==> src/rtl/crc_pkg.sv <==
// ----------------------------------------------------------------------------
// Color region uniform classifier: shared package
// Widths, register indexes, color and percentage thresholds, helper functions.
// ----------------------------------------------------------------------------
package crc_pkg;

	localparam int FRAME_DIM = 4096;
	localparam longint unsigned COUNT_MAX = longint'(FRAME_DIM) * longint'(FRAME_DIM);
	localparam int CNT_W = $clog2(COUNT_MAX + 1);
	localparam int TOT_W = CNT_W + 2;
	localparam int PROD_W = TOT_W + 7;

	localparam int CHAN_W = 8;
	localparam int COORD_W = 12;
	localparam int SPAN_W = 13;
	localparam int POS_W = 14;
	localparam int CONF_W = 7;
	localparam int CFG_IDX_W = 4;
	localparam int CFG_DATA_W = 13;

	typedef logic [CNT_W-1:0] count_t;

	typedef struct packed {
		count_t bright;
		count_t dim;
		count_t other;
	} counts_t;

	typedef enum logic [CFG_IDX_W-1:0] {
		REG_BODY_X      = 4'd0,
		REG_BODY_Y      = 4'd1,
		REG_BODY_WIDTH  = 4'd2,
		REG_BODY_HEIGHT = 4'd3
	} cfg_reg_t;

	localparam logic [CHAN_W-1:0] BRIGHT_B_MIN = 8'd225;
	localparam logic [CHAN_W-1:0] BRIGHT_GR_MIN = 8'd220;
	localparam logic [CHAN_W-1:0] DIM_B_LO = 8'd170;
	localparam logic [CHAN_W-1:0] DIM_B_HI = 8'd225;
	localparam logic [CHAN_W-1:0] DIM_GR_LO = 8'd160;
	localparam logic [CHAN_W-1:0] DIM_GR_HI = 8'd220;

	localparam logic [PROD_W-1:0] PCT_FULL = PROD_W'(100);
	localparam logic [PROD_W-1:0] PCT_PRIM_HIGH = PROD_W'(90);
	localparam logic [PROD_W-1:0] PCT_BRIGHT_HIGH = PROD_W'(75);
	localparam logic [PROD_W-1:0] PCT_PRIM_MID = PROD_W'(75);
	localparam logic [PROD_W-1:0] PCT_BRIGHT_MID = PROD_W'(60);
	localparam logic [PROD_W-1:0] PCT_PRIM_LOW = PROD_W'(55);
	localparam logic [PROD_W-1:0] PCT_BRIGHT_LOW = PROD_W'(45);

	localparam logic [CONF_W-1:0] CONF_HIGH = 7'd80;
	localparam logic [CONF_W-1:0] CONF_MID = 7'd65;
	localparam logic [CONF_W-1:0] CONF_LOW = 7'd50;
	localparam logic [CONF_W-1:0] CONF_NONE = 7'd0;

	// floor(x/3) by reciprocal, exact for x below 2**16
	function automatic logic [POS_W-1:0] div3(input logic [POS_W-1:0] x);
		logic [30:0] p;
		p = 31'(x) * 31'(17'd43691);
		return p[30:17];
	endfunction

	function automatic count_t sat_inc(input count_t c);
		return (c < CNT_W'(COUNT_MAX)) ? c + 1'b1 : c;
	endfunction

endpackage

==> src/rtl/crc_verdict.sv <==
// ----------------------------------------------------------------------------
// Frame verdict pipeline
// Turns final class counts into is_doctor and confidence over three stages
// and an output register, with per-stage flow control.
// ----------------------------------------------------------------------------
module crc_verdict (
	input  logic                        clk,
	input  logic                        arst_n,
	input  logic                        in_valid,
	output logic                        in_ready,
	input  crc_pkg::counts_t            counts,
	output logic                        out_valid,
	input  logic                        out_stall,
	output logic                        is_doctor,
	output logic [crc_pkg::CONF_W-1:0]  confidence
);

	logic v_s3, v_s4, v_s5;
	logic rdy_out, rdy_s5, rdy_s4;

	crc_pkg::counts_t cnt_s3;

	logic [crc_pkg::TOT_W-1:0] total_s4, primary_s4;
	crc_pkg::count_t bright_s4;

	logic [crc_pkg::PROD_W-1:0] b100_s5, p100_s5;
	logic [crc_pkg::PROD_W-1:0] t45_s5, t55_s5, t60_s5, t75_s5, t90_s5;
	logic nz_s5;

	logic doc_d;
	logic [crc_pkg::CONF_W-1:0] conf_d;
	logic out_valid_q, is_doctor_q;
	logic [crc_pkg::CONF_W-1:0] confidence_q;

	assign rdy_out = !out_valid_q || !out_stall;
	assign rdy_s5 = !v_s5 || rdy_out;
	assign rdy_s4 = !v_s4 || rdy_s5;
	assign in_ready = !v_s3 || rdy_s4;

	always_ff @(posedge clk or negedge arst_n) begin
		if (!arst_n) begin
			v_s3 <= 1'b0;
			v_s4 <= 1'b0;
			v_s5 <= 1'b0;
			out_valid_q <= 1'b0;
		end else begin
			if (in_ready) v_s3 <= in_valid;
			if (rdy_s4) v_s4 <= v_s3;
			if (rdy_s5) v_s5 <= v_s4;
			if (rdy_out) out_valid_q <= v_s5;
		end
	end

	always_ff @(posedge clk) begin
		if (in_ready) cnt_s3 <= counts;
		if (rdy_s4) begin
			total_s4 <= crc_pkg::TOT_W'(cnt_s3.bright) + crc_pkg::TOT_W'(cnt_s3.dim)
				+ crc_pkg::TOT_W'(cnt_s3.other);
			primary_s4 <= crc_pkg::TOT_W'(cnt_s3.bright) + crc_pkg::TOT_W'(cnt_s3.dim);
			bright_s4 <= cnt_s3.bright;
		end
		if (rdy_s5) begin
			b100_s5 <= crc_pkg::PROD_W'(bright_s4) * crc_pkg::PCT_FULL;
			p100_s5 <= crc_pkg::PROD_W'(primary_s4) * crc_pkg::PCT_FULL;
			t45_s5 <= crc_pkg::PROD_W'(total_s4) * crc_pkg::PCT_BRIGHT_LOW;
			t55_s5 <= crc_pkg::PROD_W'(total_s4) * crc_pkg::PCT_PRIM_LOW;
			t60_s5 <= crc_pkg::PROD_W'(total_s4) * crc_pkg::PCT_BRIGHT_MID;
			t75_s5 <= crc_pkg::PROD_W'(total_s4) * crc_pkg::PCT_BRIGHT_HIGH;
			t90_s5 <= crc_pkg::PROD_W'(total_s4) * crc_pkg::PCT_PRIM_HIGH;
			nz_s5 <= (total_s4 != '0);
		end
		if (rdy_out) begin
			is_doctor_q <= doc_d;
			confidence_q <= conf_d;
		end
	end

	always_comb begin
		doc_d = 1'b0;
		conf_d = crc_pkg::CONF_NONE;
		if (nz_s5 && (b100_s5 >= t45_s5)) begin
			if ((p100_s5 >= t90_s5) && (b100_s5 >= t75_s5)) begin
				doc_d = 1'b1;
				conf_d = crc_pkg::CONF_HIGH;
			end else if ((p100_s5 >= t75_s5) && (b100_s5 >= t60_s5)) begin
				doc_d = 1'b1;
				conf_d = crc_pkg::CONF_MID;
			end else if (p100_s5 >= t55_s5) begin
				doc_d = 1'b1;
				conf_d = crc_pkg::CONF_LOW;
			end
		end
	end

	assign out_valid = out_valid_q;
	assign is_doctor = is_doctor_q;
	assign confidence = confidence_q;

	a_no_doc_zero_conf: assert property (@(posedge clk) disable iff (!arst_n)
		(out_valid_q && !is_doctor_q) |-> (confidence_q == crc_pkg::CONF_NONE))
		else $error("verdict without match carries nonzero confidence");

	a_doc_conf_level: assert property (@(posedge clk) disable iff (!arst_n)
		(out_valid_q && is_doctor_q) |-> (confidence_q == crc_pkg::CONF_HIGH ||
		confidence_q == crc_pkg::CONF_MID || confidence_q == crc_pkg::CONF_LOW))
		else $error("matching verdict has unexpected confidence");

	a_out_from_s5: assert property (@(posedge clk) disable iff (!arst_n)
		$rose(out_valid_q) |-> $past(v_s5))
		else $error("output word appeared without a stage 5 word");

endmodule

==> src/rtl/color_region_uniform_classifier.sv <==
// ----------------------------------------------------------------------------
// Color region uniform classifier
// Counts bright white, dim white and other pixels in the body rectangle
// outside its mid-chest strip and gives a verdict at each frame end.
// ----------------------------------------------------------------------------
// Usage:
//   Pixel channel: in_valid/in_stall with blue, green, red, col, row and
//   frame_end, one pixel per cycle unless stalled. Only a frame_end word makes
//   a result word on the out_valid/out_stall channel (is_doctor, confidence).
//   Config channel: cfg_valid/cfg_ready, always ready, cfg_index selects
//   body_x, body_y, body_width, body_height; unknown indexes are dropped.
//   Write config between frames; derived bounds are registered from it.
//   A frame_end word passes the input, class, counts, sums and products
//   registers in that order; the compare feeds the output register.
//   Throughput: one pixel per cycle unless stalled (single class/count stage).
//   While the receiver stalls, the result holds in the output register and
//   pixels keep flowing into the counters; in_stall rises only once three
//   further verdict words fill the pipeline behind it.
//   Reset clears the config registers, the counters and all valid flags.
// ----------------------------------------------------------------------------
module color_region_uniform_classifier (
	input  logic                            clk,
	input  logic                            arst_n,
	input  logic                            cfg_valid,
	output logic                            cfg_ready,
	input  logic [crc_pkg::CFG_IDX_W-1:0]   cfg_index,
	input  logic [crc_pkg::CFG_DATA_W-1:0]  cfg_data,
	input  logic                            in_valid,
	output logic                            in_stall,
	input  logic [crc_pkg::CHAN_W-1:0]      blue,
	input  logic [crc_pkg::CHAN_W-1:0]      green,
	input  logic [crc_pkg::CHAN_W-1:0]      red,
	input  logic [crc_pkg::COORD_W-1:0]     col,
	input  logic [crc_pkg::COORD_W-1:0]     row,
	input  logic                            frame_end,
	output logic                            out_valid,
	input  logic                            out_stall,
	output logic                            is_doctor,
	output logic [crc_pkg::CONF_W-1:0]      confidence
);

	logic [crc_pkg::COORD_W-1:0] body_x_q, body_y_q;
	logic [crc_pkg::SPAN_W-1:0] body_width_q, body_height_q;

	logic [crc_pkg::POS_W-1:0] third_d, strip_h_d;
	logic [crc_pkg::POS_W-1:0] x_end_q, y_end_q, sx_lo_q, sx_hi_q, sy_end_q;

	logic v_s1, v_s2, rdy_s1, rdy_s2;
	logic [crc_pkg::CHAN_W-1:0] blue_s1, green_s1, red_s1;
	logic [crc_pkg::COORD_W-1:0] col_s1, row_s1;
	logic fe_s1, fe_s2;

	logic [crc_pkg::POS_W-1:0] c_ext, r_ext;
	logic in_body, in_strip, counted, is_bright, is_dim;
	logic [2:0] bump_d, bump_s2;

	crc_pkg::counts_t cnt_q, cnt_next;
	logic vd_ready, vd_valid, s2_take;

	assign cfg_ready = 1'b1;

	always_ff @(posedge clk or negedge arst_n) begin
		if (!arst_n) begin
			body_x_q <= '0;
			body_y_q <= '0;
			body_width_q <= '0;
			body_height_q <= '0;
		end else if (cfg_valid) begin
			case (cfg_index)
				crc_pkg::REG_BODY_X: body_x_q <= cfg_data[crc_pkg::COORD_W-1:0];
				crc_pkg::REG_BODY_Y: body_y_q <= cfg_data[crc_pkg::COORD_W-1:0];
				crc_pkg::REG_BODY_WIDTH: body_width_q <= cfg_data;
				crc_pkg::REG_BODY_HEIGHT: body_height_q <= cfg_data;
				default: ;
			endcase
		end
	end

	assign third_d = crc_pkg::div3(crc_pkg::POS_W'(body_width_q));
	assign strip_h_d = crc_pkg::div3({body_height_q, 1'b0});

	always_ff @(posedge clk) begin
		x_end_q <= crc_pkg::POS_W'(body_x_q) + crc_pkg::POS_W'(body_width_q);
		y_end_q <= crc_pkg::POS_W'(body_y_q) + crc_pkg::POS_W'(body_height_q);
		sx_lo_q <= crc_pkg::POS_W'(body_x_q) + third_d;
		sx_hi_q <= crc_pkg::POS_W'(body_x_q) + {third_d[crc_pkg::POS_W-2:0], 1'b0};
		sy_end_q <= crc_pkg::POS_W'(body_y_q) + strip_h_d;
	end

	assign rdy_s2 = !v_s2 || !fe_s2 || vd_ready;
	assign rdy_s1 = !v_s1 || rdy_s2;
	assign in_stall = !rdy_s1;

	always_ff @(posedge clk or negedge arst_n) begin
		if (!arst_n) begin
			v_s1 <= 1'b0;
			v_s2 <= 1'b0;
		end else begin
			if (rdy_s1) v_s1 <= in_valid;
			if (rdy_s2) v_s2 <= v_s1;
		end
	end

	always_ff @(posedge clk) begin
		if (rdy_s1) begin
			blue_s1 <= blue;
			green_s1 <= green;
			red_s1 <= red;
			col_s1 <= col;
			row_s1 <= row;
			fe_s1 <= frame_end;
		end
		if (rdy_s2) begin
			bump_s2 <= bump_d;
			fe_s2 <= fe_s1;
		end
	end

	always_comb begin
		c_ext = crc_pkg::POS_W'(col_s1);
		r_ext = crc_pkg::POS_W'(row_s1);
		in_body = (col_s1 >= body_x_q) && (c_ext < x_end_q)
			&& (row_s1 >= body_y_q) && (r_ext < y_end_q);
		in_strip = (c_ext >= sx_lo_q) && (c_ext < sx_hi_q)
			&& (row_s1 >= body_y_q) && (r_ext < sy_end_q);
		counted = in_body && !in_strip;
		is_bright = (blue_s1 > crc_pkg::BRIGHT_B_MIN) && (green_s1 > crc_pkg::BRIGHT_GR_MIN)
			&& (red_s1 > crc_pkg::BRIGHT_GR_MIN);
		is_dim = (blue_s1 inside {[crc_pkg::DIM_B_LO:crc_pkg::DIM_B_HI]})
			&& (green_s1 inside {[crc_pkg::DIM_GR_LO:crc_pkg::DIM_GR_HI]})
			&& (red_s1 inside {[crc_pkg::DIM_GR_LO:crc_pkg::DIM_GR_HI]});
		bump_d[2] = counted && is_bright;
		bump_d[1] = counted && !is_bright && is_dim;
		bump_d[0] = counted && !is_bright && !is_dim;
	end

	always_comb begin
		cnt_next = cnt_q;
		if (bump_s2[2]) cnt_next.bright = crc_pkg::sat_inc(cnt_q.bright);
		if (bump_s2[1]) cnt_next.dim = crc_pkg::sat_inc(cnt_q.dim);
		if (bump_s2[0]) cnt_next.other = crc_pkg::sat_inc(cnt_q.other);
	end

	assign s2_take = v_s2 && rdy_s2;
	assign vd_valid = v_s2 && fe_s2;

	always_ff @(posedge clk or negedge arst_n) begin
		if (!arst_n) begin
			cnt_q <= '0;
		end else if (s2_take) begin
			cnt_q <= fe_s2 ? '0 : cnt_next;
		end
	end

	crc_verdict u_verdict (
		.clk        (clk),
		.arst_n     (arst_n),
		.in_valid   (vd_valid),
		.in_ready   (vd_ready),
		.counts     (cnt_next),
		.out_valid  (out_valid),
		.out_stall  (out_stall),
		.is_doctor  (is_doctor),
		.confidence (confidence)
	);

	a_count_bound: assert property (@(posedge clk) disable iff (!arst_n)
		(cnt_q.bright <= crc_pkg::CNT_W'(crc_pkg::COUNT_MAX))
		&& (cnt_q.dim <= crc_pkg::CNT_W'(crc_pkg::COUNT_MAX))
		&& (cnt_q.other <= crc_pkg::CNT_W'(crc_pkg::COUNT_MAX)))
		else $error("class counter above saturation limit");

	a_clear_after_verdict: assert property (@(posedge clk) disable iff (!arst_n)
		(s2_take && fe_s2) |=> (cnt_q == '0))
		else $error("counters not cleared after frame end");

	a_stall_needs_s1: assert property (@(posedge clk) disable iff (!arst_n)
		!v_s1 |-> !in_stall)
		else $error("input stalled with empty input register");

	a_one_class: assert property (@(posedge clk) disable iff (!arst_n)
		v_s2 |-> $onehot0(bump_s2))
		else $error("pixel counted in more than one class");

endmodule
==> config.mk <==
export PLATFORM = sky130hd
export DESIGN_NAME = color_region_uniform_classifier
export DESIGN_NICKNAME = d
export VERILOG_FILES = /design/src/rtl/crc_pkg.sv /design/src/rtl/crc_verdict.sv /design/src/rtl/color_region_uniform_classifier.sv
export SDC_FILE = /design/constraint.sdc
export NUM_CORES = 2
export LEC_CHECK = 0
export ABC_AREA = 0
export BUFFER_PORTS_ARGS = -buffer_cell sky130_fd_sc_hd__clkbuf_2
export CORE_ASPECT_RATIO = 0.8
export CORE_MARGIN = 2
export CORE_UTILIZATION = 50
export DETAILED_ROUTE_END_ITERATION = 16
export GPL_ROUTABILITY_DRIVEN = 0
export PLACE_DENSITY_LB_ADDON = 0.05
export SKIP_CTS_REPAIR_TIMING = 1
export SYNTH_ARGS = -nofsm -noshare
export SYNTH_HDL_FRONTEND = slang
export SYNTH_SLANG_ARGS = --single-unit
==> constraint.sdc <==
create_clock -name clk -period 12.8 [get_ports clk]
set_input_delay 0.64 -clock clk [delete_from_list [all_inputs] [get_ports clk]]
set_output_delay 0.64 -clock clk [all_outputs]
set_load 0.05 [all_outputs]
=== Word level (Yosys, flattened, before mapping) ===
Index checks and enable logic that the tools add are counted.

* Add/sub/neg operators: 10
* $mul: 9
* Order comparisons: 25
* Equal/unequal tests: 3
* Multiplexer cells: 13
* Bitwise gates (word level): 1
* Reduce and logical (&&, ||, !) cells: 50

{| class="wikitable"
|+ Operator list
! kind !! count
|-
| $mux 25 || 6
|-
| $mul 27x6->33 const B || 3
|-
| $add 25x1->25 const B || 3
|-
| $lt 25x25->1 const B || 3
|-
| $mux 75 || 1
|-
| $ge 34x34->1 || 2
|-
| $ge 32x33->1 || 2
|-
| $mul 13x16->29 const B || 2
|-
| $add 12x13->14 || 4
|-
| $lt 12x14->1 || 4
|-
| $ge 32x34->1 || 1
|-
| $ge 34x33->1 || 1
|-
| $mul 27x7->34 const B || 1
|-
| $mul 27x5->32 const B || 1
|-
| $mul 27x4->31 const B || 1
|-
| $mul 25x5->30 const B || 1
|-
| $add 27x25->27 || 1
|-
| $reduce_bool 27->1 || 1
|-
| $add 25x25->26 || 1
|-
| $ge 12x12->1 || 2
|-
| $ge 8x8->1 const B || 3
|-
| $gt 8x8->1 const B || 3
|-
| $le 8x8->1 const B || 3
|-
| $logic_and 1x1->1 || 23
|-
| other kinds (14) || 38
|}

* Register bits: 642
* Input port bits: 71
* Output and inout port bits: 11
* Logic and storage cells: 155

=== Logic depth before layout (Yosys ltp) ===
* Depth in word-level cells: 8
* Gate-level depth with buffers: 32
* Mapped depth without buffers: 32

=== Cells and area by module ===
Synthesis repeated with hierarchy kept, for this count alone.

* Cells, all modules: 5397
* Area, all modules: 54657.4 µm²

{| class="wikitable"
|+ By module, submodules not included
! module !! times used !! cells each !! area an instance (µm²) !! sequential area each (µm²)
|-
| crc_verdict || 1 || 3357 || 34833.4 || 10490.1
|-
| color_region_uniform_classifier || 1 || 2040 || 19824.0 || 6120.9
|}

=== Worst setup path before layout ===
Ideal clock, no wire load.

* Path type: register -> register
* Start: reg body_height_q[11] in the netlist's numbering
* End: reg sy_end_q[10] in the netlist's numbering
* Setup time: 0.072 ns
* Arrival: 6.095 ns
* Required time: 12.728 ns
* Path slack: 6.632 ns
* Stages on the path, launching flop included: 26
* Path buffers: 0
* Period minus slack after synthesis: 6.168 ns
* Cells stage by stage: dfrtp_1 > ha_1 > inv_1 > fa_1 > fa_1 > fa_1 > fa_1 > inv_1 > ha_1 > a21o_1 > or3b_1 > a31o_2 > a21oi_1 > nor2b_1 > xnor2_1 > ha_1 > nor2b_1 > o21ai_0 > a21boi_0 > o21ai_0 > a21boi_0 > o21ai_0 > a21boi_0 > o21ai_0 > nor2b_1 > xnor2_1

* Cells in the longest elaborated chain, start to end: 2

{| class="wikitable"
|+ Ends and longest elaborated chain
! element !! line !! source
|-
| start, declared || color_region_uniform_classifier.sv:43 || <nowiki>logic [crc_pkg::SPAN_W-1:0] body_width_q, body_height_q;</nowiki>
|-
| start signal, assigned || color_region_uniform_classifier.sv:73 || <nowiki>crc_pkg::REG_BODY_HEIGHT: body_height_q <= cfg_data;</nowiki>
|-
| $mul 13x16->29 || crc_pkg.sv:59 || <nowiki>p = 31'(x) * 31'(17'd43691);</nowiki>
|-
| $add 12x13->14 || color_region_uniform_classifier.sv:87 || <nowiki>sy_end_q <= crc_pkg::POS_W'(body_y_q) + strip_h_d;</nowiki>
|-
| end signal, assigned || color_region_uniform_classifier.sv:87 ||
|-
| end, declared || color_region_uniform_classifier.sv:46 || <nowiki>logic [crc_pkg::POS_W-1:0] x_end_q, y_end_q, sx_lo_q, sx_hi_q, sy_end_q;</nowiki>
|}

Every way passes these cells.
A chain may end at the register's enable or synchronous reset.

=== Worst setup path in the final report ===
Ends and elaborated chain as after synthesis.

==> metrics.md <==
| Metric | Value |
|---|---|
| Worst-Skew Late Latency | 660 ps |
| CP Class | register to register |
| Number of CTS-inserted buffers | 71 |
| Initial antenna violation count | 3 |
| Wire per inst | 18.50 um |
| Syn. warnings | 0 |
| Final TNS setup | 0 ps |
| Fillers | 9362 |
| Mean Syn Cell Area | 10.28 sq um |
| Die Footprint | 109000 sq um |
| FMAX | 0.1352 GHz |
| Core footprint | 104900 sq um |
| Reg2Reg Depth | 26 |
| Crit path time final | 7394 ps |
| Ant diodes | 0 |
| Kind of start point of the critical path | register |
| EDFF count, synth | 398 |
| Iteration-0 DRC Markers | 2086 |
| Synth top area cells | edfxtp_1 22%, ha_1 22%, fa_1 13%, inv_1 6.8%, dfrtp_1 6.2% |
| Unrepaired setup endpoints after global routing | no |
| Final Hold Vio Count | 0 |
| DRT antenna net count | 0 |
| Main synth FF type | edfxtp_1 |
| First-pass GRT wire length | 198.2 mm |
| R2r setup slk | 5410 ps |
| Final wirelength | 124.9 mm |
| Crit Reg-Reg Startpoint | body_height_q[11] |
| Area occupied by multi-input gates | 32770 sq um |
| Yosys cell types | 82 |
| CP Depth | 26 |
| Ports | 82 |
| Worst Path Required | 13350 ps |
| CP max FO | 7 |
| GRT Total Usage | 23.43% |
| Relative slew margins | 20.85% |
| Crit path largest cell delay | 570 ps |
| Pin count of the biggest net entering global routing | 126 |
| Port Buffers | 77 |
| Clock sink total | 598 |
| CP bufs+invs | 2 |
| Vias | 36070 |
| Layout net count | 6632 |
| Vias in the first global route | 36240 |
| Worst hold slack | 23.27 ps |
| Asr flop ratio synth | 21.91% |
| DPL Wire Length | 100.8 mm |
| CTS tree | done |
| Rows | 106 |
| Share of cells above drive strength 1 | 5.219% |
| Final Skew | 24.47 ps |
| Die extent in y | 295.7 um |
| Final setup viols | 0 |
| Max-cap violation count | 0 |
| Setup ws final | 5406 ps |
| CP arrival | 7940 ps |
| Worst slew pin tran | 1187 ps |
| Via-to-Cell Ratio | 5.344 |
| FF+latch area | 16610 sq um |
| Initial Util | 50.68% |
| DRC violations left | 0 |
| CTS HTree Levels | 3 |
| Period utilisation layout | 57.76% |
| Most frequent cells in the layout | 963 x inv_1, 933 x ha_1, 398 x edfxtp_1 |
| Share of Yosys cell area claimed by the top area cell type | 22.48% |
| Post-Syn Instances | 5169 |
| Critical path's top delay family | adder cells |
| Status | completed |
| Syn Std Cell Area | 53160 sq um |
| Post-synthesis sequential area ratio | 31.25% |
| First-pass DRT Iterations | 7 |
| Area Growth Syn to Fin | 8.463% |
| Critical Path End Type | register |
| Synth area leader | edfxtp_1 |
| Critical R2R Capture | sy_end_q[10] |
| Synthesized flop and latch total | 598 |
| Max Slew Vio Count | 0 |
| Slowest stage cell, crit path | fa_1 |
| Chip Width | 368.6 um |
| Pre-CTS WS | 5564 ps |
| Max Buffers Root-to-Sink | 3 |
| Hold crit path type | primary input to asynchronous set/reset pin |
| Total congestion overflow | 0 |
| Root Buffer | clkbuf_16 |
| Commonest non-fill, non-tap cell in the layout | inv_1 |
| Clock Pin Slew Worst Setup and Hold Paths | 60 ps |
## registers in the layout, summed over array words and instances (netlist names), 25 cells and up
| signal | cells |
|---|---|
| cnt_q | 75 |
| u_verdict.t45_s5 | 32 |
| u_verdict.t60_s5 | 28 |
| u_verdict.t75_s5 | 34 |
| u_verdict.p100_s5 | 32 |
| u_verdict.b100_s5 | 30 |
| u_verdict.total_s4 | 27 |
| u_verdict.primary_s4 | 26 |
| u_verdict.cnt_s3 | 75 |
| u_verdict.bright_s4 | 25 |
| u_verdict.t55_s5 | 31 |
## per-layer routing
layer	wire [um]	global-route usage [%]
met5	0	0
met4	2657	5.436
met3	6385	3.604
met2	49690	33.65
met1	66150	36.73
## cell type report
cell class                      count  area share, %
Timing Repair Buffer               95         0.9135
Multi-Input combinational cell   3558          56.83
Sequential cell                   598          28.81
Inverter                          964          6.288
Clock buffer                       95          3.472
Clock inverter                     36         0.6401
Tap cell                         1404          3.047
## cells in the mapped netlist (all sizes together), types with 7 or more instances
master,n
a31oi,23
a2111oi,10
o22ai,7
nand2b,44
nand3,76
and4,9
edfxtp,398
fa,340
o31ai,17
a22o,33
ha,933
inv,964
a21o,196
dfrtp,131
o31a,8
o21a,37
o21bai,38
o21ai,222
and2,17
nand4,70
nor4,12
a221o,8
nor2,227
xnor2,227
a31o,9
o2111ai,7
or2,14
a21boi,26
nor2b,53
and3,35
or4,7
a211oi,23
nor3,56
nand2,240
clkbuf,45
mux2i,8
o211ai,14
nor3b,19
dfxtp,69
a21oi,280
or3,9
mux2,37
nand3b,8
xor2,84
## how the worst max path moves through the flow
stage	endpoint	slack [ps]	startpoint
2_1_floorplan	sy_end_q[10]	6630	body_height_q[11]
3_3_place_gp	sy_end_q[12]	5570	body_height_q[11]
3_5_place_dp	sy_end_q[10]	5560	body_height_q[11]
4_1_cts	sy_end_q[12]	5480	body_height_q[11]
5_1_grt	sx_hi_q[13]	4750	body_width_q[3]
6_report	sy_end_q[10]	5410	body_height_q[11]
## kinds of logic (layout without fill, tap and decap cells)
group / after synthesis / count (layout) / share of synthesized area [%]
AOI/OAI and AO/OA: 1022 / 1022 / 12.43
other: 2 / 3 / 0.01413
xor gates and xnor gates: 311 / 311 / 5.124
buffers and inverters: 1014 / 1190 / 7.190
DFF: 598 / 598 / 31.25
muxes: 45 / 45 / 0.9344
adders and majority gates: 1273 / 1273 / 34.76
and+or+nand+nor: 904 / 904 / 8.301
## stage by stage
stage,std cells,util (%),cell area [sq um]
2_1_floorplan,5170,-,53170
3_3_place_gp,6619,52.70,55290
3_5_place_dp,6619,52.70,55290
4_1_cts,6750,54.96,57660
5_1_grt,6750,54.96,57660
6_report,6750,54.96,57660
## worst register-to-register path, cell delays in order, from the launching register on
cell and delay [ps]:
dfrtp_1 510, ha_1 350, inv_1 50, fa_1 570, fa_1 460, fa_1 500, fa_1 550, inv_1 40
ha_1 320, a21o_1 180, or3b_1 370, a31o_2 240, a21oi_1 180, nor2b_1 220, nor2b_1 70, nor3_1 130
nor2_1 80, ha_1 330, o21ai_0 130, a21boi_0 530, o21ai_0 230, a21boi_0 310, o21ai_0 170, a21boi_0 260
o21ai_0 180, nor2b_1 180, xnor2_1 120
Power is left out: the tool's default activity adds up to more than one toggle a clock period on the data nets, which glitch-free logic cannot reach.
